### config.mk
export PLATFORM = sky130hd
export DESIGN_NAME = rce_sqrt_cell
export DESIGN_NICKNAME = d
export VERILOG_FILES = /design/src/rce_pkg.sv /design/src/rce_sqrt_cell.sv
export SDC_FILE = /design/constraint.sdc
export NUM_CORES = 1
export LEC_CHECK = 0
export ABC_CLOCK_PERIOD_IN_PS = 4700
export BUFFER_PORTS_ARGS = -buffer_cell sky130_fd_sc_hd__buf_2
export CORE_MARGIN = 2
export CORE_UTILIZATION = 48
export DETAILED_ROUTE_END_ITERATION = 7
export PLACE_DENSITY = 0.84
export SLEW_MARGIN = 20
export SYNTH_ARGS = -nofsm -noshare
export SYNTH_HDL_FRONTEND = slang
export SYNTH_SLANG_ARGS = --single-unit
### constraint.sdc
create_clock -name aclk -period 4.7 [get_ports aclk]
set_clock_uncertainty 0.05 [all_clocks]
set_input_delay 0.47 -clock aclk [delete_from_list [all_inputs] [get_ports aclk]]
set_output_delay 0.47 -clock aclk [all_outputs]
set_load 0.005 [all_outputs]
### src/rce_pkg.sv
// Shared types and constants for the Roberts cross edge magnitude block.
// Used by the window front end, the square-root cells and the top level.
// No dependencies.
`default_nettype none

package rce_pkg;

    // Configuration register map
    localparam int CFG_W     = 11;
    localparam int CFG_IDX_W = 2;
    localparam logic [CFG_IDX_W-1:0] REG_FRAME_WIDTH  = 2'd0;
    localparam logic [CFG_IDX_W-1:0] REG_FRAME_HEIGHT = 2'd1;
    localparam logic [CFG_W-1:0]     CFG_DIM_RESET    = 11'd1024;

    // Default image limits
    localparam int MAX_WIDTH_DEF  = 1024;
    localparam int MAX_HEIGHT_DEF = 1024;

    // Field widths
    localparam int PIX_W    = 8;
    localparam int POS_W    = 10;
    localparam int ROOT_W   = 8;           // one cell per root bit
    localparam int RAD_W    = 2 * ROOT_W;  // radicand below saturation
    localparam int REM_W    = ROOT_W + 1;
    localparam logic [PIX_W-1:0] MAG_SAT = 8'hFF;

    // Position and flags that travel alongside each request
    typedef struct packed {
        logic [POS_W-1:0] out_row;
        logic [POS_W-1:0] out_col;
        logic             window_valid;
        logic             frame_last;
    } meta_t;

    // Working data handed from cell to cell
    typedef struct packed {
        meta_t             meta;
        logic              sat;
        logic [ROOT_W-1:0] root;
        logic [REM_W-1:0]  rem;
        logic [RAD_W-1:0]  rad;
    } cell_t;

endpackage

`default_nettype wire

### src/rce_sqrt_cell.sv
// One cell of the square-root chain: settles one bit of the root.
// Depends on rce_pkg (cell_t).
`default_nettype none

module rce_sqrt_cell (
    input  wire logic          aclk,
    input  wire logic          aresetn,
    input  wire logic          advance,
    input  wire logic          in_valid,
    input  rce_pkg::cell_t     in_data,
    output logic               out_valid,
    output rce_pkg::cell_t     out_data
);

    localparam int SH_W = rce_pkg::REM_W + 2;

    logic                   valid_reg;
    rce_pkg::cell_t         data_reg;
    rce_pkg::cell_t         data_next;
    logic [SH_W-1:0]        rem_sh;
    logic [SH_W-1:0]        trial;
    logic [SH_W-1:0]        diff;
    logic                   take;

    // Restoring digit step: bring down two radicand bits, try root*4+1
    always_comb begin
        rem_sh = {in_data.rem, in_data.rad[rce_pkg::RAD_W-1 -: 2]};
        trial  = {1'b0, in_data.root, 2'b01};
        diff   = rem_sh - trial;
        take   = (rem_sh >= trial);

        data_next      = in_data;
        data_next.root = {in_data.root[rce_pkg::ROOT_W-2:0], take};
        data_next.rem  = take ? diff[rce_pkg::REM_W-1:0] : rem_sh[rce_pkg::REM_W-1:0];
        data_next.rad  = {in_data.rad[rce_pkg::RAD_W-3:0], 2'b00};
    end

    always_ff @(posedge aclk) begin
        if (!aresetn) begin
            valid_reg <= 1'b0;
        end else if (advance) begin
            valid_reg <= in_valid;
        end
    end

    always_ff @(posedge aclk) begin
        if (advance) begin
            data_reg <= data_next;
        end
    end

    assign out_valid = valid_reg;
    assign out_data  = data_reg;

endmodule

`default_nettype wire

# == Word-level counts from Yosys, hierarchy flattened ==
# Cells that the tools add are included.
# W data, S select, Z words.
# word_totals
reg_bits,55
out_inout_bits,57
# op_classes
n_addsub,1
magnitude_cmp,1
mux,1
# op_table
operator,n
$ge A11 B10 Y1,1
$mux W9,1
$sub A9 B9 Y9,1

# == Depth between registers and ports, before layout ==
# Gate-level depths: netlist of run 1.
# depth
depth_word,2
ltp_mapped,8
mapped_depth_nobuf,7

# == Least setup slack after synthesis of run 1 ==
# OpenSTA, ideal clock, no wires.
# synth_path
kind,in2reg
start,input port in_data[31] (netlist name)
end,"register data_reg, in the netlist out_data[18] (data pin)"
setup_ns,0.260
arrival_ns,2.167
slack_ns,2.223
cell_stages,7
path_buffers,0
cell_sequence,inv_1 ha_1 a21o_1 a211o_1 a31o_1 a31oi_4 mux2_2
# synth_rtl
element,line_no,text
from (decl),rce_sqrt_cell.sv:10,"input rce_pkg::cell_t in_data,"
to (signal assigned),rce_sqrt_cell.sv:48,data_reg <= data_next;
to (decl),rce_sqrt_cell.sv:18,rce_pkg::cell_t data_reg;

==> results of run 1 <==
[cell type report]
type | count | area, um^2
timing repair buffer | 114 | 573
tap | 52 | 65.1
clock buffer | 5 | 68.8
multi-input combinational | 65 | 529
fill | 332 | 1450
sequential | 55 | 1640
inverter | 12 | 45.0
clock inverter | 2 | 37.5
[routing by layer]
metal  up-vias  global-route usage
li1        733                   -
met1       716               0.216
met2        76               0.299
met3         0              0.0417
met4         0              0.0252
met5         -                   0
[cells in the final DEF, fill, tap and decap left out, drive strengths merged, types with 2 or more instances in the layout]
master	count
buf	114
edfxtp	54
inv	12
ha	10
mux2	6
nor2	5
a21oi	5
xnor2	5
clkbuf	5
nand2	4
a21o	3
mux2i	3
nor3	2
o211ai	2
o21ai	2
nand2b	2
conb	2
a31o	2
a211o	2
a31oi	2
[metrics by stage]
step / hold slack [ns] / utilization / instance area, um^2 / setup slack (ns)
after detailed placement: 0.474 / 0.646 / 2850 / 1.96
final: 0.294 / 0.671 / 2960 / 2.27
after global placement: 0.449 / 0.646 / 2850 / 1.99
after floorplan: 0.457 / - / 2230 / 2.22
after CTS: 0.285 / 0.670 / 2960 / 2.27
after global routing: 0.281 / 0.671 / 2960 / 2.19
[kinds of logic after synthesis]
group                      Yosys count
xor gates and xnor gates             6
adders and majority gates           10
DFF                                 55
AOI/OAI and AO/OA                   22
buffers and inverters               15
other                                1
muxes                                9
and+or+nand+nor                     16
[cell usage after synthesis, types with 2 or more instances]
master / number
inv_1: 12
ha_1: 10
o21ai_0: 2
buf_4: 2
mux2_2: 6
nor3_1: 2
mux2i_1: 3
nand2_1: 4
a21o_1: 3
xnor2_1: 5
nor2_1: 5
o211ai_1: 2
a21oi_1: 5
edfxtp_1: 54
nand2b_1: 2
[worst max-delay path by stage]
stage / depth (start not counted) / end / slack [ns] / startpoint
3_5_place_dp: 8 / out_data[20] / 1.96 / in_data[31]
6_report: 8 / out_data[22] / 2.27 / in_data[31]
5_1_grt: 8 / out_data[22] / 2.19 / in_data[31]
3_3_place_gp: 7 / out_data[24] / 1.99 / in_data[22]
4_1_cts: 8 / out_data[22] / 2.27 / in_data[31]
2_1_floorplan: 7 / out_data[18] / 2.22 / in_data[31]
[power groups by stage]
stage          Combinational (mW)  Clock [mW]  Sequential (mW)
2_1_floorplan              0.0653           0            0.619
3_3_place_gp                0.157           0            0.609
3_5_place_dp                0.161           0            0.611
4_1_cts                     0.162       0.305            0.600
5_1_grt                     0.178       0.321            0.603
6_report                    0.160       0.297            0.599
[worst reg2reg max path, delay by kind of cell, from the launching register on]
family	cells	cell delay [ns]
flip-flops	1	0.32
multiplexers	1	0.12
AND/OR/NAND/NOR	1	0.06
[registers in the layout, summed over array words and instances (netlist names)]
name	cells
out_valid	1
out_data	54
==> metrics.cfg, run 1 <==
[min_path]
min_path_cells=1
min_to=out_data[3]
hp-start=in_data[1]
hold_class=input port to register

[floorplanning]
die-width_um=72.2
core_area_mm2=0.00441
std_cell_rows=24
die_h_um=72.2
pin_count=117
start_util=0.505
die-area_mm2=0.00521

[route]
route.met2.wl_mm=2.31
wirelength_mm=4.54
drt-met1-wl_mm=1.81
drc=0
via_per_inst=5.00
wire_per_inst_um=14.9
wl_met3_um=423
dr.max_layer_used=met3
drtIter0Drc=91
ant_nets=0
route.vias.total=1525
firstDrtPassIters=4

[pwr]
irDropWorstVdd_mv=0.133
powerDensity_mw_per_mm2=357
p_comb_frac=0.152
seqPwrFrac=0.567
power.total_mw=1.06
p_sw_frac=0.217
p_switching_mw=0.229
cellLeakagePower_nw=1.34
clkPwrFrac=0.281
p_int_mw=0.827

[timing]
timing_hold_violations_final=0
fin_setup_tns_ns=0
drv_slew=0
tightest_slew_ns=0.680
slew_headroom=0.546
fmax_ghz=0.411
finalSetupViolCount=0
rsz0062_at_grt=false
timing.final.crit_share=0.517
period_needed_ns=2.43

[synthesis]
ys_ff_latch=55
ys_types=32
muxShareOfSynthArea=0.0437
synth_edf_count=54
synth_top_family_by_area=compound AO/OA/AOI/OAI gates
yosys.area.top_type=edfxtp_1
syn_area_per_cell_um2=16.6
synth_compound_area_frac=0.0774
syn-cell-area_mm2=0.00223
seq_area_frac_synth=0.736
synthSimpleGateAreaFrac=0.0331
netlist_top_cells_area=edfxtp_1 (73%), ha_1 (5.6%), mux2_2 (3.0%), inv_1 (2.0%), xnor2_1 (2.0%)
synth_xor_area_frac=0.0236
synth_ff_type=edfxtp_1
synth_fa_ha_area_frac=0.0561
synthArstFlopShare=0
netlist.area_leader.share=0.727
yosys_warnings=0
synth_cells=134

[grt]
overflow=0
first_global_vias=1482
grt_use_total=0.169
antenna_found_initial=0
grt_max_degree=56
grt_pass1_wl_mm=6.80

[finish]
synthToLayoutAreaGrowth_pct=32.7
drive_gt1_frac=0.518
stdcell_count=305
finalNetCount=323
num_antenna_cells=0

[critical_path]
worst_setup_path_end_kind=register
cp_data_arrival_time_ns=2.43
rrSetupSlack_ns=4.06
r2r-end=out_valid
rr_worst_depth=2
slowest_stage=mux2_2
path_buf_inv=2
r2r_start=out_valid
start_kind=input port
path_cells=buf_2, inv_1, ha_1, a21o_1, a211o_1, a31o_1, a31oi_4, mux2_2
path_class=input port to register
crit_fanout=9
timing.critical_path.max_delay_family=compound AO/OA/AOI/OAI gates
cpPeakStageDelay_ns=0.39
crit_required_ns=4.70

[cts]
cts_sinks=55
cts-root-buf=clkbuf_8
clk_pin_slew_ns=0.09
numCtsBuffers=5
cts_tree=yes
hold_buffers=0
clk_latency_ns=0.29
cts_resized=0
cts_buffer_depth=2
cts_setup_buffers=0
cts_htree_levels=2

[status]
status=complete, no violations

[placed_design]
gp_congestion=0.829
place_inst=298
numPortBuffers=114
dp_hpwl_mm=3.50

[job]
maxCapViolations=0

No activity file was read; power rests on OpenSTA's default activity.
==> run 2, diff against run 1 <==
--- a/config.mk
+++ b/config.mk
@@ -5,12 +5,12 @@
 export SDC_FILE = /design/constraint.sdc
 export NUM_CORES = 1
 export LEC_CHECK = 0
-export ABC_CLOCK_PERIOD_IN_PS = 4700
+export ABC_CLOCK_PERIOD_IN_PS = 2400
 export BUFFER_PORTS_ARGS = -buffer_cell sky130_fd_sc_hd__buf_2
 export CORE_MARGIN = 2
-export CORE_UTILIZATION = 48
+export CORE_UTILIZATION = 45
 export DETAILED_ROUTE_END_ITERATION = 7
-export PLACE_DENSITY = 0.84
+export PLACE_DENSITY = 0.8
 export SLEW_MARGIN = 20
 export SYNTH_ARGS = -nofsm -noshare
 export SYNTH_HDL_FRONTEND = slang
==> constraint.sdc (replaced) <==
create_clock -name aclk -period 2.4 [get_ports aclk]
set_clock_uncertainty 0.05 [all_clocks]
set_input_delay 0.24 -clock aclk [delete_from_list [all_inputs] [get_ports aclk]]
set_output_delay 0.24 -clock aclk [all_outputs]
set_load 0.005 [all_outputs]
==> metrics.cfg, run 2 (same netlist as run 1, synthesis figures left out) <==
[status]
status=complete, no violations  ; unchanged

[floorplanning]
std_cell_rows=25  ; was 24
start_util=0.469  ; was 0.505
die-width_um=74.4  ; was 72.2 um
pin_count=117  ; unchanged
die-area_mm2=0.00554  ; was 0.00521 mm^2
die_h_um=74.4  ; was 72.2 um
core_area_mm2=0.00475  ; was 0.00441 mm^2

[placed_design]
numPortBuffers=114  ; unchanged
dp_hpwl_mm=3.76  ; was 3.50 mm
gp_congestion=0.870  ; was 0.829
place_inst=319  ; was 298

[min_path]
min_to=out_data[11]  ; was out_data[3]
min_path_cells=1  ; unchanged
hold_class=input port to register  ; unchanged
hp-start=in_data[9]  ; was in_data[1]

[pwr]
p_comb_frac=0.156  ; was 0.152
powerDensity_mw_per_mm2=689  ; was 357 mW/mm^2
seqPwrFrac=0.564  ; was 0.567
p_sw_frac=0.218  ; was 0.217
irDropWorstVdd_mv=0.240  ; was 0.133 mV
p_int_mw=1.63  ; was 0.827 mW
cellLeakagePower_nw=1.37  ; was 1.34 nW
p_switching_mw=0.454  ; was 0.229 mW
clkPwrFrac=0.280  ; was 0.281

[grt]
grt_pass1_wl_mm=6.80  ; unchanged
grt_max_degree=25  ; was 56
antenna_found_initial=0  ; unchanged
overflow=0  ; unchanged
grt_use_total=0.167  ; was 0.169
first_global_vias=1410  ; was 1482

[route]
drtIter0Drc=84  ; was 91
wire_per_inst_um=14.4  ; was 14.9 um
wirelength_mm=4.71  ; was 4.54 mm
ant_nets=0  ; unchanged
firstDrtPassIters=4  ; unchanged
route.vias.total=1504  ; was 1525
drc=0  ; unchanged
via_per_inst=4.61  ; was 5.00

[critical_path]
rrSetupSlack_ns=1.76  ; was 4.06 ns
start_kind=input port  ; unchanged
rr_worst_depth=2  ; unchanged
worst_setup_path_end_kind=register  ; unchanged
crit_fanout=8  ; was 9
cp_data_arrival_time_ns=2.06  ; was 2.43 ns
r2r_start=out_valid  ; unchanged
path_class=input port to register  ; unchanged
crit_required_ns=2.41  ; was 4.70 ns
r2r-end=out_valid  ; unchanged

[timing]
timing.final.crit_share=0.857
period_needed_ns=2.06
rsz0062_at_grt=false  ; unchanged
finalSetupViolCount=0  ; unchanged
fin_setup_tns_ns=0  ; unchanged
timing_hold_violations_final=0  ; unchanged
fmax_ghz=0.486
drv_slew=0  ; unchanged

[cts]
numCtsBuffers=5  ; unchanged
hold_buffers=0  ; unchanged
cts-root-buf=clkbuf_8  ; unchanged
cts_resized=0  ; unchanged
cts_tree=yes  ; unchanged
cts_setup_buffers=0  ; unchanged
clk_latency_ns=0.30  ; was 0.29 ns
cts_htree_levels=2  ; unchanged
cts_sinks=55  ; unchanged
clk_pin_slew_ns=0.09  ; about the same
cts_buffer_depth=2  ; unchanged

[finish]
stdcell_count=326  ; was 305
num_antenna_cells=0  ; unchanged
drive_gt1_frac=0.529  ; was 0.518
layout_common_cells=buf_2 (114), edfxtp_1 (54), inv_1 (12)  ; was buf_2 (113), edfxtp_1 (54), inv_1 (12)
synthToLayoutAreaGrowth_pct=35.4  ; was 32.7%
finalNetCount=329  ; was 323
fillers=396  ; was 332
final_common_cell=buf_2  ; unchanged
largest_register_ffs=54  ; unchanged

[job]
maxCapViolations=0  ; unchanged

run 2: power groups by stage:
stage          Sequential, mW  Combinational, mW  Clock, mW
2_1_floorplan            1.21              0.128          0
3_3_place_gp             1.19              0.320          0
3_5_place_dp             1.20              0.329          0
4_1_cts                  1.17              0.331      0.603
5_1_grt                  1.18              0.364      0.633
6_report                 1.17              0.326      0.583
run 2: critical path: stages:
cell	delay, ns
buf_2	0.11
ha_1	0.30
a21o_1	0.18
a211o_1	0.34
a31o_1	0.23
a31oi_4	0.29
mux2_2	0.38
run 2: per-layer routing:
layer | share of wire | global-route usage
met2 | 0.50 | 0.303
met1 | 0.40 | 0.195
met3 | 0.095 | 0.0461
met5 | 0 | 0
met4 | 0.0074 | 0.0417
run 2: area by class of cell:
| cell class | count | area, um^2 | share of cell area |
|---|---|---|---|
| repair buffers | 120 | 616 | 0.204 |
| flip-flops and latches | 55 | 1640 | 0.543 |
| clock buffers | 5 | 68.8 | 0.0228 |
| multi-input cells | 65 | 529 | 0.175 |
| well taps | 67 | 83.8 | 0.0277 |
| clock inverters | 2 | 37.5 | 0.0124 |
| inverters | 12 | 45.0 | 0.0149 |
run 2: worst max-delay path by stage:
stage | start | to | slack, ns | depth (start not counted)
CTS | in_data[22] | out_data[21] | 0.36 | 7
floorplan | in_data[31] | out_data[18] | 0.15 | 7
detailed placement | in_data[22] | out_data[21] | 0.03 | 7
global placement | in_data[22] | out_data[22] | 0.06 | 7
finish | in_data[22] | out_data[21] | 0.34 | 7
global route | in_data[31] | out_data[21] | 0.29 | 8
run 2: through the flow:
stage,util,power [mW],worst slack (ns),hold WS (ns),instance area [um^2]
2_1_floorplan,-,1.34,0.153,0.289,2230
3_3_place_gp,0.613,1.51,0.0592,0.367,2920
3_5_place_dp,0.613,1.53,0.0256,0.368,2920
4_1_cts,0.636,2.11,0.358,0.0546,3020
5_1_grt,0.636,2.18,0.292,0.0495,3020
6_report,0.636,2.08,0.343,0.0655,3020
